--- config.mk ---
export PLATFORM = sky130hd
export DESIGN_NAME = fifo_queue_with_sum_and_mean
export DESIGN_NICKNAME = d
export VERILOG_FILES = /design/src/hw/rtl/fqsm_pkg.sv /design/src/hw/rtl/fqsm_div.sv /design/src/hw/rtl/fqsm_front.sv /design/src/hw/rtl/fqsm_back.sv /design/src/hw/rtl/fifo_queue_with_sum_and_mean.sv
export SDC_FILE = /design/constraint.sdc
export NUM_CORES = 2
export LEC_CHECK = 0
export BUFFER_PORTS_ARGS = -buffer_cell sky130_fd_sc_hd__buf_4
export CAP_MARGIN = 20
export CORE_MARGIN = 2
export CORE_UTILIZATION = 49
export DETAILED_ROUTE_END_ITERATION = 7
export GPL_TIMING_DRIVEN = 0
export PLACE_DENSITY = 0.6
export SETUP_SLACK_MARGIN = 0.2
export SYNTH_ARGS = -nofsm -noshare
export SYNTH_HDL_FRONTEND = slang
export SYNTH_HIERARCHICAL = 1
export SYNTH_MEMORY_MAX_BITS = 65536
export SYNTH_SLANG_ARGS = --single-unit
--- constraint.sdc ---
create_clock -name clk -period 7.09 [get_ports clk]
set_input_delay 2.127 -clock clk [delete_from_list [all_inputs] [get_ports clk]]
set_output_delay 2.127 -clock clk [all_outputs]
set_load 0.02 [all_outputs]
--- src/hw/rtl/fqsm_pkg.sv ---
// Shared types, widths and codes for the FIFO with running sum and mean.
package fqsm_pkg;

  localparam int DEPTH_DEF    = 128;
  localparam int ACTION_W     = 2;
  localparam int VALUE_W      = 32;
  localparam int STATUS_W     = 2;
  localparam int HELD_COUNT_W = 8;
  localparam int SUM_W        = 39;
  localparam int MEAN_W       = 32;
  localparam int CMDQ_DEPTH   = 2;
  localparam int CMDQ_PTR_W   = $clog2(CMDQ_DEPTH);
  localparam int CMDQ_CNT_W   = $clog2(CMDQ_DEPTH + 1);

  localparam logic [ACTION_W-1:0] ACT_ENQ = 2'd0;
  localparam logic [ACTION_W-1:0] ACT_DEQ = 2'd1;
  localparam logic [ACTION_W-1:0] ACT_CLR = 2'd2;

  typedef enum logic [1:0] {
    OP_ENQ,
    OP_DEQ,
    OP_CLR,
    OP_NOP
  } op_t;

  typedef enum logic [STATUS_W-1:0] {
    ST_DONE  = 2'd0,
    ST_FULL  = 2'd1,
    ST_EMPTY = 2'd2
  } status_t;

  typedef struct packed {
    op_t                        op;
    logic signed [VALUE_W-1:0]  value;
  } cmd_t;

  function automatic logic signed [SUM_W-1:0] sext_value(input logic [VALUE_W-1:0] v);
    sext_value = {{(SUM_W - VALUE_W){v[VALUE_W-1]}}, v};
  endfunction

endpackage

--- src/hw/rtl/fqsm_div.sv ---
// Serial restoring divider: signed sum by unsigned count, one quotient bit a cycle.
module fqsm_div #(
  parameter int CNT_W = 8
) (
  input  logic                                clk,
  input  logic                                rst,
  input  logic                                start,
  input  logic signed [fqsm_pkg::SUM_W-1:0]   dividend,
  input  logic [CNT_W-1:0]                    divisor,
  output logic                                done,
  output logic signed [fqsm_pkg::MEAN_W-1:0]  quotient
);
  import fqsm_pkg::*;

  localparam int STEP_W = $clog2(SUM_W + 1);

  logic                 run;
  logic [STEP_W-1:0]    step;
  logic [SUM_W-1:0]     quo;
  logic [CNT_W-1:0]     rem;
  logic [CNT_W-1:0]     dsr;
  logic                 neg;

  logic [CNT_W:0]       rem_sh;
  logic                 fits;
  logic [CNT_W:0]       rem_sub;
  logic [SUM_W-1:0]     quo_signed;

  assign rem_sh     = {rem, quo[SUM_W-1]};
  assign fits       = rem_sh >= {1'b0, dsr};
  assign rem_sub    = rem_sh - {1'b0, dsr};
  assign quo_signed = neg ? (~quo + 1'b1) : quo;
  assign quotient   = quo_signed[MEAN_W-1:0];

  always_ff @(posedge clk) begin
    if (rst) begin
      run  <= 1'b0;
      done <= 1'b0;
      step <= '0;
    end else begin
      done <= 1'b0;
      if (start) begin
        run  <= 1'b1;
        step <= '0;
        neg  <= dividend[SUM_W-1];
        quo  <= dividend[SUM_W-1] ? (~dividend + 1'b1) : dividend;
        rem  <= '0;
        dsr  <= divisor;
      end else if (run) begin
        // shift in the next dividend bit, subtract when the divisor fits
        rem  <= fits ? rem_sub[CNT_W-1:0] : rem_sh[CNT_W-1:0];
        quo  <= {quo[SUM_W-2:0], fits};
        step <= step + 1'b1;
        if (step == STEP_W'(SUM_W - 1)) begin
          run  <= 1'b0;
          done <= 1'b1;
        end
      end
    end
  end

endmodule

--- src/hw/rtl/fqsm_front.sv ---
// Front end: accepts items, decodes the action and buffers commands.
module fqsm_front (
  input  logic                                 clk,
  input  logic                                 rst,
  input  logic                                 push,
  output logic                                 full,
  input  logic [fqsm_pkg::ACTION_W-1:0]        action,
  input  logic signed [fqsm_pkg::VALUE_W-1:0]  value,
  output logic                                 cmd_valid,
  output fqsm_pkg::cmd_t                       cmd,
  input  logic                                 cmd_take
);
  import fqsm_pkg::*;

  cmd_t                  slots [CMDQ_DEPTH];
  logic [CMDQ_PTR_W-1:0] head;
  logic [CMDQ_PTR_W-1:0] tail;
  logic [CMDQ_CNT_W-1:0] fill;
  cmd_t                  decoded;
  logic                  wr;
  logic                  rd;

  always_comb begin
    decoded.value = value;
    case (action)
      ACT_ENQ: decoded.op = OP_ENQ;
      ACT_DEQ: decoded.op = OP_DEQ;
      ACT_CLR: decoded.op = OP_CLR;
      default: decoded.op = OP_NOP;
    endcase
  end

  assign full      = fill == CMDQ_CNT_W'(CMDQ_DEPTH);
  assign cmd_valid = fill != '0;
  assign cmd       = slots[head];
  assign wr        = push && !full;
  assign rd        = cmd_take && cmd_valid;

  always_ff @(posedge clk) begin
    if (rst) begin
      head <= '0;
      tail <= '0;
      fill <= '0;
    end else begin
      if (wr) begin
        slots[tail] <= decoded;
        tail        <= tail + 1'b1;
      end
      if (rd) begin
        head <= head + 1'b1;
      end
      if (wr && !rd) begin
        fill <= fill + 1'b1;
      end else if (rd && !wr) begin
        fill <= fill - 1'b1;
      end
    end
  end

endmodule

--- src/hw/rtl/fqsm_back.sv ---
// Back end: ring storage, count and sum update, mean through the divider, result register.
module fqsm_back #(
  parameter int DEPTH = fqsm_pkg::DEPTH_DEF
) (
  input  logic                                      clk,
  input  logic                                      rst,
  input  logic                                      cmd_valid,
  input  fqsm_pkg::cmd_t                            cmd,
  output logic                                      cmd_take,
  output logic                                      res_valid,
  input  logic                                      res_pop,
  output fqsm_pkg::status_t                         res_status,
  output logic signed [fqsm_pkg::VALUE_W-1:0]       res_taken,
  output logic [fqsm_pkg::HELD_COUNT_W-1:0]         res_count,
  output logic signed [fqsm_pkg::SUM_W-1:0]         res_sum,
  output logic signed [fqsm_pkg::MEAN_W-1:0]        res_mean
);
  import fqsm_pkg::*;

  localparam int CNT_W = $clog2(DEPTH + 1);
  localparam int PTR_W = (DEPTH > 1) ? $clog2(DEPTH) : 1;

  typedef enum logic [1:0] {
    S_IDLE,
    S_TAKE,
    S_MEAN,
    S_DIV
  } state_t;

  state_t                     state;
  logic [CNT_W-1:0]           count;
  logic signed [SUM_W-1:0]    sum;
  logic [PTR_W-1:0]           rd_ptr;
  logic [PTR_W-1:0]           wr_ptr;
  logic [VALUE_W-1:0]         mem [DEPTH];
  logic [VALUE_W-1:0]         rd_data;
  logic                       mem_we;
  logic                       is_full;
  logic                       is_empty;
  logic [PTR_W-1:0]           rd_ptr_next;
  logic [PTR_W-1:0]           wr_ptr_next;
  logic                       div_start;
  logic                       div_done;
  logic signed [MEAN_W-1:0]   div_quot;

  assign is_full     = count == CNT_W'(DEPTH);
  assign is_empty    = count == '0;
  assign cmd_take    = (state == S_IDLE) && cmd_valid && !res_valid;
  assign mem_we      = cmd_take && (cmd.op == OP_ENQ) && !is_full;
  assign rd_ptr_next = (rd_ptr == PTR_W'(DEPTH - 1)) ? '0 : rd_ptr + 1'b1;
  assign wr_ptr_next = (wr_ptr == PTR_W'(DEPTH - 1)) ? '0 : wr_ptr + 1'b1;

  always_ff @(posedge clk) begin
    if (mem_we) begin
      mem[wr_ptr] <= cmd.value;
    end
    rd_data <= mem[rd_ptr];
  end

  fqsm_div #(.CNT_W(CNT_W)) u_div (
    .clk      (clk),
    .rst      (rst),
    .start    (div_start),
    .dividend (sum),
    .divisor  (count),
    .done     (div_done),
    .quotient (div_quot)
  );

  always_ff @(posedge clk) begin
    if (rst) begin
      state     <= S_IDLE;
      count     <= '0;
      sum       <= '0;
      rd_ptr    <= '0;
      wr_ptr    <= '0;
      res_valid <= 1'b0;
      div_start <= 1'b0;
    end else begin
      div_start <= 1'b0;
      if (res_pop && res_valid) begin
        res_valid <= 1'b0;
      end
      case (state)
        S_IDLE: begin
          if (cmd_take) begin
            res_status <= ST_DONE;
            res_taken  <= '0;
            state      <= S_MEAN;
            case (cmd.op)
              OP_ENQ: begin
                if (is_full) begin
                  res_status <= ST_FULL;
                end else begin
                  wr_ptr <= wr_ptr_next;
                  count  <= count + 1'b1;
                  sum    <= sum + sext_value(cmd.value);
                end
              end
              OP_DEQ: begin
                // go through S_TAKE to use the registered read of the head entry
                if (is_empty) begin
                  res_status <= ST_EMPTY;
                end else begin
                  state <= S_TAKE;
                end
              end
              OP_CLR: begin
                count  <= '0;
                sum    <= '0;
                rd_ptr <= '0;
                wr_ptr <= '0;
              end
              default: begin
              end
            endcase
          end
        end
        S_TAKE: begin
          res_taken <= rd_data;
          sum       <= sum - sext_value(rd_data);
          count     <= count - 1'b1;
          rd_ptr    <= rd_ptr_next;
          state     <= S_MEAN;
        end
        S_MEAN: begin
          res_count <= HELD_COUNT_W'(count);
          res_sum   <= sum;
          if (is_empty) begin
            res_mean  <= '0;
            res_valid <= 1'b1;
            state     <= S_IDLE;
          end else begin
            div_start <= 1'b1;
            state     <= S_DIV;
          end
        end
        S_DIV: begin
          if (div_done) begin
            res_mean  <= div_quot;
            res_valid <= 1'b1;
            state     <= S_IDLE;
          end
        end
        default: begin
          state <= S_IDLE;
        end
      endcase
    end
  end

endmodule

--- src/hw/rtl/fifo_queue_with_sum_and_mean.sv ---
// Top level: bounded FIFO of signed words reporting count, sum and mean per action.
//
//   channel   handshake       payload
//   input     push / full     action, value
//   result    pop / empty     status, taken_value, held_count, held_sum, held_mean
//
// While entries are held, an item's mean comes from the serial divider, which
// produces one quotient bit a cycle. A dequeue passes through the extra S_TAKE
// state for the registered storage read; an item that leaves the queue empty
// skips the divider. A two-entry command buffer keeps push open while the back
// end works or a result waits for pop, until the buffer holds two commands.
// Reset (rst, synchronous) empties the queue and drops buffered commands.
module fifo_queue_with_sum_and_mean #(
  parameter int DEPTH = fqsm_pkg::DEPTH_DEF
) (
  input  logic                                     clk,
  input  logic                                     rst,
  input  logic                                     push,
  output logic                                     full,
  input  logic [fqsm_pkg::ACTION_W-1:0]            action,
  input  logic signed [fqsm_pkg::VALUE_W-1:0]      value,
  output logic                                     empty,
  input  logic                                     pop,
  output logic [fqsm_pkg::STATUS_W-1:0]            status,
  output logic signed [fqsm_pkg::VALUE_W-1:0]      taken_value,
  output logic [fqsm_pkg::HELD_COUNT_W-1:0]        held_count,
  output logic signed [fqsm_pkg::SUM_W-1:0]        held_sum,
  output logic signed [fqsm_pkg::MEAN_W-1:0]       held_mean
);
  import fqsm_pkg::*;

  logic    cmd_valid;
  cmd_t    cmd;
  logic    cmd_take;
  logic    res_valid;
  status_t res_status;

  fqsm_front u_front (
    .clk       (clk),
    .rst       (rst),
    .push      (push),
    .full      (full),
    .action    (action),
    .value     (value),
    .cmd_valid (cmd_valid),
    .cmd       (cmd),
    .cmd_take  (cmd_take)
  );

  fqsm_back #(.DEPTH(DEPTH)) u_back (
    .clk        (clk),
    .rst        (rst),
    .cmd_valid  (cmd_valid),
    .cmd        (cmd),
    .cmd_take   (cmd_take),
    .res_valid  (res_valid),
    .res_pop    (pop),
    .res_status (res_status),
    .res_taken  (taken_value),
    .res_count  (held_count),
    .res_sum    (held_sum),
    .res_mean   (held_mean)
  );

  assign empty  = !res_valid;
  assign status = res_status;

endmodule

-- After elaboration in Yosys (flattened, before gate mapping)
Memory sizes are Yosys's and may differ from the RTL's. A register that Yosys moved wholly into a read port is not among the register bits.
Cells that the tools add are included.
- $add $sub $neg: 14
- order comparisons: 1
- equal/unequal tests: 19
- mux-type cells: 54
- bitwise operators: 5
- reductions and logical operators: 37
- operators with widths (cell ; number):
    $mux 39 ; 5
    $pmux 39 s2 ; 2
    $mux 32 ; 4
    $pmux 32 s2 ; 2
    $add 39x1->39 const B ; 1
    $add 39x32->39 ; 1
    $not 39->39 ; 1
    $sub 39x32->39 ; 1
    $mux 7 ; 5
    $add 32x1->32 const B ; 1
    $mux 8 ; 4
    $not 32->32 ; 1
    $pmux 8 s2 ; 2
    $pmux 7 s2 ; 2
    $mux 1 ; 16
    $mux 2 ; 8
    $add 7x1->7 const B ; 2
    $eq 7x7->1 const B ; 2
    $reduce_and 4->1 ; 3
    $reduce_bool 2->1 ; 6
    $eq 2x2->1 const B ; 5
    $ge 9x8->1 ; 1
    $logic_and 1x1->1 ; 9
    $reduce_and 3->1 ; 3
    other kinds (24) ; 43
- flip-flop bits (word level): 246
- bits in writable memories: 4164
- bits of input ports: 38
- word-level logic and storage cells: 154
- memories: 2
- memories (memory ; words ; bits a word ; read ports ; clocked after memory_dff ; write ports ; line ; text):
    u_back.mem ; 128 ; 32 ; 1 ; 1 ; 1 ; fqsm_back.sv:35 ; logic [VALUE_W-1:0] mem [DEPTH];
    u_front.slots ; 2 ; 34 ; 1 ; 1 ; 1 ; fqsm_front.sv:15 ; cmd_t slots [CMDQ_DEPTH];

-- Longest topological paths before layout
- word-level depth: 7
- depth in mapped cells: 15
- gate-level depth less buffers: 14

-- Modules after synthesis
The synthesis kept the hierarchy.
- modules (own cells, without submodules) (module ; instances ; cells an instance ; area an instance (um2) ; sequential area each (um2)):
    fqsm_back ; 1 ; 7190 ; 167368.0 ; 128333.1
    fqsm_div ; 1 ; 490 ; 4551.9 ; 1841.8
    fqsm_front ; 1 ; 134 ; 2686.3 ; 2142.1
    fifo_queue_with_sum_and_mean ; 1 ; 1 ; 3.8 ; 0.0

-- Worst setup path before layout
No wires, ideal clock.
- path kind: input to register
- start point: input rst
- end point: register u_back/res_count[0] (netlist bit) (enable)
- library setup time: 521 ps
- arrival time: 5839 ps
- path slack: 730 ps
- stages on the path: 2
- path through: clkbuf_1 -> nor3b_1
- cells in the longest elaborated chain, start to end: 2
- RTL lines (element ; line ; text):
    from (decl) ; fifo_queue_with_sum_and_mean.sv:17 ; input logic rst,
    $not 1->1 (no line) ; n/a ;
    $reduce_and 2->1 (no line) ; n/a ;
    to (signal assigned) ; fqsm_back.sv:127 ; res_count <= HELD_COUNT_W'(count);
    to (decl) ; fqsm_back.sv:14 ; output logic [fqsm_pkg::HELD_COUNT_W-1:0] res_count,
Every way passes these cells.
A chain may end at the register's enable or synchronous reset.

==> flow_summary.ini <==
[run_status]
outcome = finished clean

[power]
p_leak_nw = 62.1
power_density_nw_per_um2 = 334
p_total_w = 0.0674
p_clk_share_pct = 34.1
peakVddDrop_mv = 0.229
p_switching_w = 0.0188
p_seq_share_pct = 47.4
power.share.switching_pct = 27.9
comb_power_share_pct = 18.5
p_int_w = 0.0486

[global_route]
antenna_found_initial = 59
grt_max_degree = 130
grt.overflow.total = 0
grt_usage_pct = 26.6
grt_pass1_wl_um = 671000
grt_pass1_vias = 86153

[place]
portBuffers = 150
gp_congestion = 0.930
post-place-cells = 12943
dp_hpwl_um = 334000

[sta]
post-route-min-period_ns = 6.78
maxSlewViolCount = 0
whs_ns = 0.499
finClkSkew_ns = 0.0558
final_hold_viol_count = 0
fmax_mhz = 147
final.setup.tns_ns = 0
grt_setup_unrepaired = no
timing.final.crit_share_pct = 95.7
tightest_slew_ns = 1.23
setup_viol = 0
max_slew_margin_pct = 18.0

[critical_path]
crit_top_cell = nor2_1
startpoint_type = register
max_stage_delay_ns = 0.90
worstPathCellList = buf_2 > buf_4 > mux2_2 > nor2_1 > o21ai_1 > nor2_1 > nand3_1 > clkbuf_2 > nor2_4 > buf_16
r2r-end = u_back/mem[50][16]
cp-endpoint = u_back/mem[50][16]
critPathMaxFanout = 20
critPathBufInv = 4
arrival_ns = 7.44
crit_path_end_kind = register
cp_slowest_cell = nor2_4
critical_path_class = register to register
worstPathRequired_ns = 7.74
reg2reg_depth = 10
crit_cells = 10
path_delay_family = simple AND/OR/NAND/NOR gates
r2r_slack_ns = 0.31

[yosys]
syn-num-nets = 7949
synthCells = 7815
synth_area_um2 = 175000
async_reset_ff_share_pct = 0
yosysSeqAreaShare_pct = 75.8
synth_edf_count = 4333
ys_ff_latch = 4443
synth.distinct_cells = 78
yosys_warnings = 6
syn_avg_cell_area_um2 = 22.3
synth_ff_type = edfxtp_1

[cts]
clock_path_buffers = 4
path_clk_slew_ns = 0.06
htreeDepth = 5
numCtsBuffers = 447
clkLatencyLatePin_ns = 1.00
clock_sinks = 4443
tritoncts = built
cts_root_buf = clkbuf_16

[cells_and_area]
final_cells = 13814
multi_input_area_um2 = 41600
area.sequential_um2 = 132000
syn_to_final_growth_pct = 15.7
final_nets = 8793
final.fill_count = 25792
drive_above_1_share_pct = 30.1

[routing]
detail_route.vias_per_cell = 6.29
drc = 0
wl_um = 483000
drt-initial-drc-count = 11242
ant_nets = 0
post_drt_wl_per_cell_um = 35.0
vias = 86831
drtPass1Iterations = 6

[floorplanning]
die_x_um = 601
coreArea_um2 = 355000
num_io_pins = 153
die_area_um2 = 361000
dieHeight_um = 601
initial_utilization_pct = 49.1
rows = 219

[run]
maxCapViolCount = 0

[hold_path]
holdCritPathClass = register to register
-- power by group through the flow --
stage	Combinational [W]	Clock, W	Sequential, W
after floorplan	0.00712	0	0.0324
after global placement	0.0115	0	0.0328
after detailed placement	0.0124	0	0.0325
after CTS	0.0124	0.0234	0.0319
after global routing	0.0132	0.0244	0.0320
final	0.0125	0.0230	0.0320
-- timing repair --
item	CTS	global route
endpoints found under the setup margin	67	132
pin swaps	3	0
gates resized for setup	1	1
setup buffers	4	0
hold buffers	0	0
gates cloned	0	0
-- sequential cells by signal, summed over array words and instances (netlist names), 8 cells and up, named ones only --
name              count
u_back/sum           39
u_back/res_mean      32
u_back/count          8
u_back/u_div/quo     39
u_back/res_sum       39
u_back/u_div/dsr      8
u_back/res_count      8
u_back/res_taken     32
u_back/u_div/rem      8
u_back/mem         4096
u_back/rd_data       32
u_front/slots        68
-- kinds of logic after synthesis --
group | share of synthesized area, %
XOR/XNOR | 0.732
flip-flops | 75.8
adder cells (fa/ha/maj) | 0.701
AO/OA/AOI/OAI | 1.90
multiplexers | 17.8
buffers and inverters | 1.14
AND/OR/NAND/NOR | 1.96
-- stage by stage --
stage               setup WS, ns  instance area (um^2)  util (%)
CTS                        0.253                202000      56.8
finish                     0.307                202000      56.9
detailed placement         0.228                188000      52.8
global placement           -5.30                182000      51.1
floorplan                  0.730                175000         -
global route               0.278                202000      56.9
-- cell usage in the layout (no fill, tap or decap), types with 19 or more instances in the layout --
cell	n
edfxtp_1	4333
mux4_2	1344
clkbuf_16	449
clkbuf_1	330
nor2_1	187
buf_4	172
a21oi_1	152
nor2_4	125
nand2_1	117
buf_12	116
clkinv_1	113
dfxtp_1	110
ha_1	93
clkinv_2	91
buf_2	88
o21ai_0	88
inv_1	80
xnor2_1	76
xor2_1	70
buf_16	58
buf_1	53
a21o_1	49
nand3_1	47
and3_1	46
nor3_1	42
bufinv_16	41
buf_8	36
mux2_2	34
a211oi_1	30
clkbuf_2	27
o31ai_1	27
nand4_1	26
a221oi_1	25
diode_2	24
or3_1	20
nor2b_1	19
-- synthesized netlist by cell type (6+ instances only) --
| library cell | instances | area share, % |
|---|---|---|
| nand3_1 | 47 | 0.13 |
| buf_2 | 86 | 0.25 |
| o31ai_1 | 27 | 0.12 |
| a211oi_1 | 30 | 0.13 |
| a31oi_1 | 10 | 0.036 |
| and3_1 | 46 | 0.16 |
| nand2b_1 | 15 | 0.054 |
| nor3b_1 | 6 | 0.026 |
| a22oi_1 | 8 | 0.034 |
| nor3_1 | 43 | 0.12 |
| xnor2_1 | 76 | 0.38 |
| o21ai_0 | 88 | 0.25 |
| o211ai_1 | 6 | 0.026 |
| mux2_2 | 66 | 0.43 |
| nor2_1 | 314 | 0.68 |
| a311oi_1 | 9 | 0.045 |
| a21oi_1 | 154 | 0.44 |
| or2_2 | 7 | 0.025 |
| ha_1 | 93 | 0.67 |
| nand3b_1 | 9 | 0.039 |
| a221oi_1 | 25 | 0.13 |
| buf_1 | 54 | 0.12 |
| o41ai_1 | 14 | 0.070 |
| xor2_1 | 70 | 0.35 |
| edfxtp_1 | 4333 | 75 |
| a21o_1 | 49 | 0.21 |
| nor2b_1 | 19 | 0.068 |
| or3_1 | 20 | 0.072 |
| clkbuf_1 | 271 | 0.58 |
| nand4_1 | 26 | 0.093 |
| o21bai_1 | 13 | 0.056 |
| nand2_1 | 117 | 0.25 |
| inv_1 | 80 | 0.17 |
| o21a_1 | 16 | 0.069 |
| dfxtp_1 | 110 | 1.3 |
| nor4_1 | 16 | 0.057 |
| mux4_2 | 1344 | 17 |
-- final cells by class --
type                       instances  share of cell area (%)
buffer                           416                   0.856
clock buffer                     538                    5.74
antenna                           24                  0.0297
tap                             4751                    2.94
clock inverter                   291                    1.31
multi-input combinational       2876                    20.6
inverter                          80                   0.149
timing repair buffer             395                    2.92
sequential                      4443                    65.5
-- routing by layer --
layer | share of wire [%] | up-vias | GRT usage (%)
met5 | 0.0095 | - | 0
met4 | 4.2 | 8 | 9.96
met3 | 8.7 | 691 | 4.86
met2 | 47 | 3935 | 41.9
met1 | 40 | 47195 | 37.6
li1 | - | 35002 | -
-- worst min-delay path by stage --
stage / to / depth (start not counted) / startpoint / slack [ns]
after floorplan: u_back/res_count[2] / 0 / u_back/count[2] / 0.42
after global placement: u_front/tail / 2 / u_front/tail / 0.48
after detailed placement: u_back/u_div/step[5] / 2 / u_back/u_div/step[5] / 0.49
after CTS: u_back/u_div/step[5] / 2 / u_back/u_div/step[5] / 0.50
after global routing: u_front/head / 2 / u_front/head / 0.52
final: u_back/u_div/step[5] / 2 / u_back/u_div/step[5] / 0.50
-- worst reg2reg max path: stages (launching register included) --
cell and delay (ns):
dfxtp_1 0.82, buf_2 0.48, buf_4 0.48, mux2_2 0.59
nor2_1 0.22, o21ai_1 0.33, nor2_1 0.72, nand3_1 0.87
clkbuf_2 0.77, nor2_4 0.92, buf_16 0.26
(Power assumes the default switching activity.)
